$ cat src/rtl/tmea_pkg.sv
// shared types and constants for the trimmed mean echo averager
package tmea_pkg;

  localparam int ECHO_W    = 15;
  localparam int AVG_W     = 16;
  localparam int CNT_W     = 9;
  localparam int SUM_W     = 23;
  localparam int SC_W      = 8;
  localparam int DIV_W     = 8;
  localparam int STEP_W    = 5;
  localparam int ADDR_W    = 2;
  localparam int DATA_W    = 32;

  localparam logic [AVG_W-1:0]  ECHO_MAX_US = 16'd25000;
  localparam logic [SUM_W-1:0]  SUM_MAX     = {SUM_W{1'b1}};
  localparam logic [ECHO_W-1:0] MIN_RESET   = {ECHO_W{1'b1}};
  localparam logic [CNT_W-1:0]  CNT_MAX     = {CNT_W{1'b1}};
  localparam logic [AVG_W-1:0]  AVG_MAX     = {AVG_W{1'b1}};
  localparam logic [SC_W-1:0]   SC_RESET    = 8'd1;
  localparam logic [CNT_W-1:0]  TRIM_EDGES  = 9'd2;
  localparam logic [STEP_W-1:0] DIV_LAST    = 5'(SUM_W - 1);

  localparam logic [ADDR_W-1:0] ADDR_SAMPLE_COUNT = 2'd0;

  typedef enum logic [1:0] {
    ST_IDLE,
    ST_PREP,
    ST_DIV,
    ST_DONE
  } state_t;

endpackage

$ cat src/rtl/tmea_if.sv
// valid/ready channel interfaces for echo samples and averaged results
interface tmea_in_if import tmea_pkg::*; ();
  logic              valid;
  logic              ready;
  logic [ECHO_W-1:0] echo_us;

  modport source (output valid, output echo_us, input ready);
  modport sink   (input valid, input echo_us, output ready);
endinterface

interface tmea_out_if import tmea_pkg::*; ();
  logic              valid;
  logic              ready;
  logic [AVG_W-1:0]  average_us;
  logic [CNT_W-1:0]  valid_samples;
  logic              trimmed;

  modport source (output valid, output average_us, output valid_samples, output trimmed,
                  input ready);
  modport sink   (input valid, input average_us, input valid_samples, input trimmed,
                  output ready);
endinterface

$ cat src/rtl/trimmed_mean_echo_averager.sv
// top level: batch min/max/sum accumulation and serial trimmed-mean divider
//
//  channel   dir   handshake        payload
//  in_ch     in    valid/ready      echo_us
//  out_ch    out   valid/ready      average_us, valid_samples, trimmed
//  apb       in    psel/penable     sample_count at byte address 0
//
// ready is high only in idle, so samples are taken back to back there; after the last
// attempt of a batch the block runs setup, 23 restoring divide steps and result load
// when the mean is trimmed, and setup and result load otherwise, with ready low
// the result sits in an output register, so samples of the next batch are
// taken while it waits; the load stalls only if the previous result is untaken
// synchronous active-high reset: sample_count 1, batch cleared, no result
module trimmed_mean_echo_averager import tmea_pkg::*; (
  input  logic              clk,
  input  logic              rst,
  input  logic              psel,
  input  logic              penable,
  input  logic              pwrite,
  input  logic [ADDR_W-1:0] paddr,
  input  logic [DATA_W-1:0] pwdata,
  output logic [DATA_W-1:0] prdata,
  output logic              pready,
  tmea_in_if.sink           in_ch,
  tmea_out_if.source        out_ch
);

  state_t             state, state_next;
  logic [SC_W-1:0]    sample_count;
  logic [SUM_W-1:0]   running_sum, running_sum_next;
  logic [ECHO_W-1:0]  running_min, running_min_next;
  logic [ECHO_W-1:0]  running_max, running_max_next;
  logic [CNT_W-1:0]   valid_count, valid_count_next;
  logic [CNT_W-1:0]   attempt_count, attempt_count_next;
  logic [SUM_W-1:0]   dividend, dividend_next;
  logic [DIV_W-1:0]   rem, rem_next;
  logic [DIV_W-1:0]   divisor, divisor_next;
  logic [STEP_W-1:0]  step, step_next;
  logic               out_valid;
  logic [AVG_W-1:0]   out_avg;
  logic [CNT_W-1:0]   out_cnt;
  logic               out_trim;
  logic               out_load;

  logic               in_xfer;
  logic               echo_ok;
  logic [SUM_W:0]     sum_wide;
  logic [CNT_W-1:0]   batch_len;
  logic [AVG_W:0]     edges;
  logic [DIV_W:0]     shifted;
  logic               ge;
  logic               trim;
  logic [SUM_W-1:0]   res_src;

  assign pready = 1'b1;
  assign prdata = (paddr == ADDR_SAMPLE_COUNT) ? {{(DATA_W-SC_W){1'b0}}, sample_count}
                                               : '0;

  always_ff @(posedge clk) begin
    if (rst) begin
      sample_count <= SC_RESET;
    end else if (psel && penable && pwrite && pready && paddr == ADDR_SAMPLE_COUNT) begin
      sample_count <= pwdata[SC_W-1:0];
    end
  end

  assign in_ch.ready = (state == ST_IDLE);
  assign in_xfer     = in_ch.valid && in_ch.ready;
  assign echo_ok     = (in_ch.echo_us != '0) && ({1'b0, in_ch.echo_us} <= ECHO_MAX_US);
  assign sum_wide    = {1'b0, running_sum} + {{(SUM_W+1-ECHO_W){1'b0}}, in_ch.echo_us};
  assign batch_len   = ((sample_count == '0) ? 9'd1 : {1'b0, sample_count}) + TRIM_EDGES;
  assign edges       = {2'b0, running_min} + {2'b0, running_max};
  assign shifted     = {rem, dividend[SUM_W-1]};
  assign ge          = shifted >= {1'b0, divisor};
  assign trim        = valid_count > TRIM_EDGES;
  assign res_src     = trim ? dividend : running_sum;
  assign out_load    = (state == ST_DONE) && (!out_valid || out_ch.ready);

  always_ff @(posedge clk) begin
    if (rst) begin
      state <= ST_IDLE;
    end else begin
      state <= state_next;
    end
  end

  always_comb begin
    state_next         = state;
    running_sum_next   = running_sum;
    running_min_next   = running_min;
    running_max_next   = running_max;
    valid_count_next   = valid_count;
    attempt_count_next = attempt_count;
    dividend_next      = dividend;
    rem_next           = rem;
    divisor_next       = divisor;
    step_next          = step;
    case (state)
      ST_IDLE: begin
        if (in_xfer) begin
          if (echo_ok) begin
            if (in_ch.echo_us < running_min) running_min_next = in_ch.echo_us;
            if (in_ch.echo_us > running_max) running_max_next = in_ch.echo_us;
            running_sum_next = sum_wide[SUM_W] ? SUM_MAX : sum_wide[SUM_W-1:0];
            if (valid_count != CNT_MAX) valid_count_next = valid_count + 9'd1;
          end
          if (attempt_count != CNT_MAX) attempt_count_next = attempt_count + 9'd1;
          if (attempt_count_next >= batch_len) begin
            state_next = ST_PREP;
          end
        end
      end
      ST_PREP: begin
        dividend_next = (running_sum > {{(SUM_W-AVG_W-1){1'b0}}, edges})
                      ? running_sum - {{(SUM_W-AVG_W-1){1'b0}}, edges} : '0;
        divisor_next  = DIV_W'(valid_count - TRIM_EDGES);
        rem_next      = '0;
        step_next     = '0;
        state_next    = trim ? ST_DIV : ST_DONE;
      end
      ST_DIV: begin
        rem_next      = ge ? DIV_W'(shifted - {1'b0, divisor}) : shifted[DIV_W-1:0];
        dividend_next = {dividend[SUM_W-2:0], ge};
        step_next     = step + 5'd1;
        if (step == DIV_LAST) state_next = ST_DONE;
      end
      ST_DONE: begin
        if (out_load) begin
          running_sum_next   = '0;
          running_min_next   = MIN_RESET;
          running_max_next   = '0;
          valid_count_next   = '0;
          attempt_count_next = '0;
          state_next         = ST_IDLE;
        end
      end
      default: state_next = ST_IDLE;
    endcase
  end

  always_ff @(posedge clk) begin
    if (rst) begin
      running_sum   <= '0;
      running_min   <= MIN_RESET;
      running_max   <= '0;
      valid_count   <= '0;
      attempt_count <= '0;
    end else begin
      running_sum   <= running_sum_next;
      running_min   <= running_min_next;
      running_max   <= running_max_next;
      valid_count   <= valid_count_next;
      attempt_count <= attempt_count_next;
    end
  end

  always_ff @(posedge clk) begin
    dividend <= dividend_next;
    rem      <= rem_next;
    divisor  <= divisor_next;
    step     <= step_next;
  end

  // result register, held until the sink takes it
  always_ff @(posedge clk) begin
    if (rst) begin
      out_valid <= 1'b0;
    end else if (out_load) begin
      out_valid <= 1'b1;
    end else if (out_ch.ready) begin
      out_valid <= 1'b0;
    end
  end

  always_ff @(posedge clk) begin
    if (out_load) begin
      out_avg  <= (res_src > {{(SUM_W-AVG_W){1'b0}}, AVG_MAX}) ? AVG_MAX
                                                             : res_src[AVG_W-1:0];
      out_cnt  <= valid_count;
      out_trim <= trim;
    end
  end

  assign out_ch.valid         = out_valid;
  assign out_ch.average_us    = out_avg;
  assign out_ch.valid_samples = out_cnt;
  assign out_ch.trimmed       = out_trim;

endmodule

$ cat src/flat_wrapper.sv
// flat-port wrapper written by rule: the top's interface ports become plain ports
module trimmed_mean_echo_averager_flat import tmea_pkg::*;
  (clk, rst, psel, penable, pwrite, paddr, pwdata, prdata, pready, in_ch_valid, in_ch_echo_us, in_ch_ready, out_ch_valid, out_ch_average_us, out_ch_valid_samples, out_ch_trimmed, out_ch_ready);
  tmea_in_if in_ch_i ();
  tmea_out_if out_ch_i ();
  input  logic clk;
  input  logic rst;
  input  logic psel;
  input  logic penable;
  input  logic pwrite;
  input  logic [ADDR_W-1:0] paddr;
  input  logic [DATA_W-1:0] pwdata;
  output logic [DATA_W-1:0] prdata;
  output logic pready;
  input wire logic [$bits(in_ch_i.valid)-1:0] in_ch_valid;
  input wire logic [$bits(in_ch_i.echo_us)-1:0] in_ch_echo_us;
  output wire logic [$bits(in_ch_i.ready)-1:0] in_ch_ready;
  output wire logic [$bits(out_ch_i.valid)-1:0] out_ch_valid;
  output wire logic [$bits(out_ch_i.average_us)-1:0] out_ch_average_us;
  output wire logic [$bits(out_ch_i.valid_samples)-1:0] out_ch_valid_samples;
  output wire logic [$bits(out_ch_i.trimmed)-1:0] out_ch_trimmed;
  input wire logic [$bits(out_ch_i.ready)-1:0] out_ch_ready;
  assign in_ch_i.valid = in_ch_valid;
  assign in_ch_i.echo_us = in_ch_echo_us;
  assign in_ch_ready = in_ch_i.ready;
  assign out_ch_valid = out_ch_i.valid;
  assign out_ch_average_us = out_ch_i.average_us;
  assign out_ch_valid_samples = out_ch_i.valid_samples;
  assign out_ch_trimmed = out_ch_i.trimmed;
  assign out_ch_i.ready = out_ch_ready;
  trimmed_mean_echo_averager u_core (.clk(clk), .rst(rst), .psel(psel), .penable(penable), .pwrite(pwrite), .paddr(paddr), .pwdata(pwdata), .prdata(prdata), .pready(pready), .in_ch(in_ch_i), .out_ch(out_ch_i));
endmodule
$ cat config.mk
export PLATFORM = sky130hd
export DESIGN_NAME = trimmed_mean_echo_averager_flat
export DESIGN_NICKNAME = d
export VERILOG_FILES = /design/src/rtl/tmea_pkg.sv /design/src/rtl/tmea_if.sv /design/src/rtl/trimmed_mean_echo_averager.sv /design/src/flat_wrapper.sv
export SDC_FILE = /design/constraint.sdc
export NUM_CORES = 1
export LEC_CHECK = 0
export ABC_AREA = 1
export CAP_MARGIN = 10
export CORE_ASPECT_RATIO = 0.8
export CORE_MARGIN = 2
export CORE_UTILIZATION = 58
export CTS_CLUSTER_SIZE = 20
export DETAILED_ROUTE_END_ITERATION = 12
export DONT_BUFFER_PORTS = 1
export HOLD_SLACK_MARGIN = 0.03
export PLACE_DENSITY = 0.78
export SYNTH_ARGS = -nofsm -noshare
export SYNTH_HDL_FRONTEND = slang
export SYNTH_SLANG_ARGS = --single-unit
$ cat constraint.sdc
create_clock -name clk -period 8.6 [get_ports clk]
set_input_delay 1.72 -clock clk [delete_from_list [all_inputs] [get_ports clk]]
set_output_delay 1.72 -clock clk [all_outputs]
set_load 0.02 [all_outputs]
==> results.py, run 1 <==
metrics = {
    "floorplan": {
        "core.rowCount": 46,
        "start_util": 0.591,
        "die_h_um": 131,
        "fp.coreArea_um2": 19800,
        "die_x_um": 163,
        "io_pins": 117,
        "die-area_um2": 21300,
    },
    "critical_path": {
        "path_class": "primary input to primary output",
        "start_kind": "primary input",
        "crit_required_ns": 6.88,
        "worstPathArrival_ns": 2.30,
        "worstPathMaxFanout": 8,
        "cp-end-kind": "primary output",
    },
    "timing": {
        "post-route-period-util": 0.468,
        "grt_setup_unrepaired": "false",
        "finalSetupViolations": 0,
        "slew_violations": 0,
        "tightest_slew_ns": 1.23,
        "slew_headroom": 0.177,
        "finalSetupTns_ns": 0,
        "fmax_mhz": 249,
        "period_needed_ns": 4.02,
        "skew_ns": 0.0101,
        "hold_viol_final": 0,
    },
    "clocking": {
        "cts_tree": "built",
        "cts_resized": 0,
        "cts_max_level": 4,
        "cts.sinks": 152,
        "cts_setup_buffers": 0,
        "cts_buffers": 17,
        "clockBufferDepth": 2,
        "hold_buffers": 0,
        "root_buffer": "clkbuf_16",
        "clk_latency_ns": 0.43,
        "clk_pin_slew_ns": 0.07,
    },
    "synthesis": {
        "synth_top_area_share": 0.180,
        "seq_area_frac_synth": 0.320,
        "yosys_most_used_dff": "dfxtp_1",
        "synth_edf_count": 70,
        "synthTopCellsByCount": "nand2_1 (463), inv_1 (207), a21oi_1 (148), nand3_1 (120), nor2_1 (113)",
        "ys_ff_latch": 152,
        "yosysTopAreaCell": "edfxtp_1",
        "synthTopCellsByArea": "edfxtp_1 (18%), nand2_1 (15%), dfxtp_1 (14%)",
        "synthArstFlopShare": 0,
        "syn_area_per_cell_um2": 7.04,
        "synth_area_um2": 11700,
        "yosysWarnings": 0,
        "synth.most_common_cell": "nand2_1",
        "netlist_instances": 1663,
        "yosysUniqueCellTypes": 48,
    },
    "power_and_ir_drop": {
        "cell_internal_pwr_w": 0.00256,
        "p_clk_frac": 0.154,
        "seqPwrFrac": 0.242,
        "power.net_switching_w": 0.00266,
        "combPwrFrac": 0.603,
        "power_density_nw_per_um2": 424,
        "swShare": 0.509,
        "vdd_drop_max_uv": 176,
        "total_power_w": 0.00522,
        "power_leakage_nw": 5.89,
    },
    "detailed_routing": {
        "via_per_inst": 5.66,
        "drc": 0,
        "postRouteAntennaNets": 0,
        "drt_iter0_markers": 966,
        "first_pass_iters": 6,
        "wirelength_mm": 30.3,
        "vias": 10800,
        "routedWlPerCell_um": 15.8,
    },
    "layout": {
        "syn2layout_area_growth_pct": 5.24,
        "stdcell_count": 1913,
        "finalNetCount": 1800,
        "diodes": 0,
        "fin_util": 0.622,
        "drive_above_1_share": 0.0522,
    },
    "hold_path": {
        "hold_class": "register to register",
    },
    "place": {
        "place_congestion": 0.971,
        "place_hpwl_mm": 22.5,
        "place_inst": 1881,
        "portBuffers": 0,
    },
    "grt": {
        "grt_usage": 0.290,
        "grt_max_degree": 59,
        "grt.overflow.total": 0,
        "grt_pass1_wl_mm": 49.1,
        "grt_pass1_vias": 9909,
        "grt_antenna_before_repair": 0,
    },
    "outcome": {
        "status": "finished clean",
    },
    "job": {
        "max_cap_violations": 0,
    },
}
## placed cells by master, fill, tap and decap left out, types with 5 or more instances in the layout
cell type / instances
ha_1: 104
inv_2: 5
nand4_1: 43
or2_2: 8
o211ai_1: 15
a21o_1: 7
edfxtp_1: 70
nand2_2: 14
o21bai_1: 5
conb_1: 25
nand3_2: 9
dfxtp_1: 82
nor2_1: 112
nand2_1: 463
xor2_1: 24
a21oi_1: 148
inv_1: 207
clkbuf_16: 17
xnor2_1: 20
nor3_1: 24
nand3_1: 120
o21ai_0: 63
## final timing paths
path | start | to | slack [ns] | cells after the start
setup reg to reg | u_core.running_max[0] | u_core.dividend[0] | 4.66 | 21
hold / removal | u_core.attempt_count[5] | u_core.attempt_count[5] | 0.48 | 2
setup / recovery | paddr[1] | prdata[5] | 4.58 | 3
hold reg to reg | u_core.attempt_count[5] | u_core.attempt_count[5] | 0.48 | 2
## registers in the layout, summed over array words and instances, names as in the netlist
| signal | flops |
|---|---|
| u_core.attempt_count | 9 |
| u_core.dividend | 23 |
| u_core.divisor | 8 |
| u_core.out_ch.average_us | 16 |
| u_core.out_ch.trimmed | 1 |
| u_core.out_ch.valid | 1 |
| u_core.out_ch.valid_samples | 9 |
| u_core.rem | 8 |
| u_core.running_max | 15 |
| u_core.running_min | 15 |
| u_core.running_sum | 23 |
| u_core.sample_count | 8 |
| u_core.state | 2 |
| u_core.step | 5 |
| u_core.valid_count | 9 |
## critical path, stage by stage
cell and delay [ns]:
nor2_1 0.12, inv_1 0.13, nor2_1 0.33
## layout make-up
| type | count | area (um^2) |
|---|---|---|
| fill | 1806 | 7480 |
| multi-input combinational | 1246 | 6790 |
| sequential | 152 | 3740 |
| inverter | 215 | 810 |
| clock buffer | 17 | 425 |
| tap | 264 | 330 |
| clock inverter | 15 | 190 |
| timing repair buffer | 4 | 30.0 |
## cell families (layout without fill, tap and decap cells)
group / count (synthesis) / in the layout / synth area share
xor+xnor: 44 / 44 / 0.0329
simple gates: 815 / 815 / 0.304
compound gates: 254 / 254 / 0.117
buf+inv: 288 / 251 / 0.108
other cells: 2 / 25 / 0.000642
flops: 152 / 152 / 0.320
fa+ha+maj: 108 / 108 / 0.118
## per-layer routing
layer  GRT usage  vias up  wire [um]  part of all wire
met1       0.411     4975      13900              0.46
met2       0.464      423      13200              0.44
met4      0.0765        0        514             0.017
met3      0.0478       48       2630             0.087
li1            -     5390          -                 -
met5           0        -          0                 0
## power groups by stage
stage | Sequential (W) | Combinational (W) | Clock (W)
2_1_floorplan | 0.00119 | 0.00243 | 0
3_3_place_gp | 0.00126 | 0.00300 | 0
3_5_place_dp | 0.00127 | 0.00307 | 0
4_1_cts | 0.00126 | 0.00310 | 0.000808
5_1_grt | 0.00129 | 0.00353 | 0.000838
6_report | 0.00127 | 0.00315 | 0.000806
## through the flow
step | area [um^2] | setup WS, ns | hold WS (ns)
2_1_floorplan | 11800 | 4.64 | 0.403
3_3_place_gp | 11700 | 4.58 | 0.462
3_5_place_dp | 11700 | 4.57 | 0.471
4_1_cts | 12300 | 4.57 | 0.484
5_1_grt | 12300 | 4.41 | 0.508
6_report | 12300 | 4.58 | 0.484
Note: power is estimated with default switching activity, not from simulation.
==> run 2, diff against run 1 <==
PLACE_DENSITY = 0.8   (was 0.78)
clock period = 3.6 ns   (was 8.6 ns; I/O delays follow)
==> run 2 against run 1 <==
  * Hold slack got worse by 0.14 ns
  * First-iteration DRC count is 11% higher
  * Global-route usage is 0.056 points lower
  * Total power grew to 2.5 times the previous value
  * Sequential cell count is the same
  * Cell count is 0.94% higher
  * Setup slack lost 4.5 ns
  * Wire length grew 2.3%
  * Critical path type is now register to register
  * Largest power group unchanged
==> results.py, run 2 (synthesis gave the netlist of run 1 again) <==
metrics = {
    "clocking": {
        "cts_tree": "built",
        "cts.sinks": 152,
        "hold_buffers": 0,
        "clk_pin_slew_ns": 0.07,
        "cts_buffers": 17,
        "clockBufferDepth": 2,
        "cts_max_level": 4,
        "clk_latency_ns": 0.43,
        "root_buffer": "clkbuf_16",
    },
    "floorplan": {
        "die_x_um": 163,
        "core.rowCount": 46,
        "start_util": 0.591,
        "die-area_um2": 21300,
        "fp.coreArea_um2": 19800,
        "die_h_um": 131,
        "io_pins": 117,
    },
    "detailed_routing": {
        "routedWlPerCell_um": 16.0,
        "postRouteAntennaNets": 0,
        "drt_iter0_markers": 1072,
        "via_per_inst": 5.66,
        "wirelength_mm": 31.0,
        "first_pass_iters": 5,
        "drc": 0,
        "vias": 10900,
    },
    "critical_path": {
        "worstPathMaxFanout": 5,
        "crit_required_ns": 3.86,
        "start_kind": "register",
        "cp-end-kind": "register",
        "path_class": "register to register",
        "worstPathArrival_ns": 3.77,
    },
    "timing": {
        "period_needed_ns": 3.51,
        "skew_ns": 0.00708,
        "slew_violations": 0,
        "hold_viol_final": 0,
        "post-route-period-util": 0.976,
        "fin_ws_ns": 0.0858,
        "tightest_slew_ns": 0.751,
        "fmax_mhz": 285,
        "finalSetupViolations": 0,
        "slew_headroom": 0.498,
    },
    "layout": {
        "nFillCells": 1756,
        "layout_common_cells": "nand2_1 (462), inv_1 (207), a21oi_1 (142)",
        "final_common_cell": "nand2_1",
        "seq_area_um2": 3740,
        "syn2layout_area_growth_pct": 7.63,
        "drive_above_1_share": 0.0774,
        "multiInputGateArea_um2": 6920,
        "stdcell_count": 1931,
        "finalNetCount": 1818,
        "diodes": 0,
    },
    "place": {
        "place_congestion": 0.946,
        "place_inst": 1898,
        "place_hpwl_mm": 22.9,
        "portBuffers": 0,
        "pre_cts_slack_ns": -0.0339,
    },
    "grt": {
        "grt_max_degree": 59,
        "grt_antenna_before_repair": 0,
        "grt_usage": 0.290,
        "grt_pass1_vias": 9806,
        "grt_pass1_wl_mm": 49.2,
        "grt.overflow.total": 0,
    },
    "hold_path": {
        "hold_class": "primary input to register",
    },
    "power_and_ir_drop": {
        "power_density_nw_per_um2": 1040,
        "power_leakage_nw": 5.99,
        "vdd_drop_max_uv": 464,
    },
    "outcome": {
        "status": "finished clean",
    },
    "job": {
        "max_cap_violations": 0,
    },
}
==> run 2: cell count changes in the layout (fill, tap and decap cells not counted), sizes merged <==
cell and delta:
inv -4, clkinvlp -2, buf +18, bufinv -1
clkbuf +7
==> run 2: metal layers <==
metal  global-route usage  up-vias  part of all wire
met5                    0        -                 0
li1                     -     5416                 -
met2                0.462      434              0.45
met1                0.410     5038              0.47
met3               0.0466       39             0.071
met4               0.0812        0             0.016
==> run 2: final cells by class <==
type                       instances  share of cell area
inverter                         215              0.0647
timing repair buffer              22              0.0131
multi-input combinational       1246               0.549
tap                              264              0.0262
clock inverter                     8             0.00834
sequential                       152               0.297
clock buffer                      24              0.0411
==> run 2: worst paths after layout <==
path | start | end | slack, ns | cells past startpoint
worst max-delay path | u_core.running_min[0] | u_core.dividend[2] | 0.09 | 20
worst min-delay path | rst | u_core.running_max[2] | 0.35 | 1
worst max register to register | u_core.running_min[0] | u_core.dividend[2] | 0.09 | 20
worst min register to register | u_core.attempt_count[5] | u_core.attempt_count[5] | 0.48 | 2
==> run 2: worst max-delay path, stage by stage (launching register included) <==
cell and delay, ns:
dfxtp_2 0.33, ha_2 0.20, fa_2 0.41, nand3_2 0.09, nand3_2 0.08, a21oi_2 0.20
inv_1 0.08, a21o_1 0.22, nand2_1 0.08, nand2_2 0.06, xor2_2 0.18, ha_4 0.31
nand2_1 0.12, nor2_2 0.13, nand2_1 0.08, nor3_1 0.15, nand2_1 0.09, nand3_2 0.09
nand2_4 0.08, buf_4 0.16, o21ai_0 0.18
==> run 2: timing repair <==
action                     CTS  global route
resized for setup            1            35
buffers inserted             0             1
setup endpoints to repair   15            24
pin swaps                    0             7
==> run 2: metrics by stage <==
stage	utilization	hold slack (ns)	power (W)	TNS [ns]	cell area [um^2]
after global routing	0.636	0.347	0.0141	-0.100	12600
after detailed placement	0.597	0.470	0.0105	-0.0899	11800
after floorplan	-	0.403	0.00865	0	11800
final	0.636	0.348	0.0131	0	12600
after CTS	0.629	0.349	0.0125	0	12500
after global placement	0.597	0.462	0.0104	0	11800
==> run 2: power breakdown <==
group	switching, W	internal (W)
combinational	0.00525	0.00286
clock	0.000781	0.00116
sequential	0.000515	0.00253
total	0.00654	0.00654
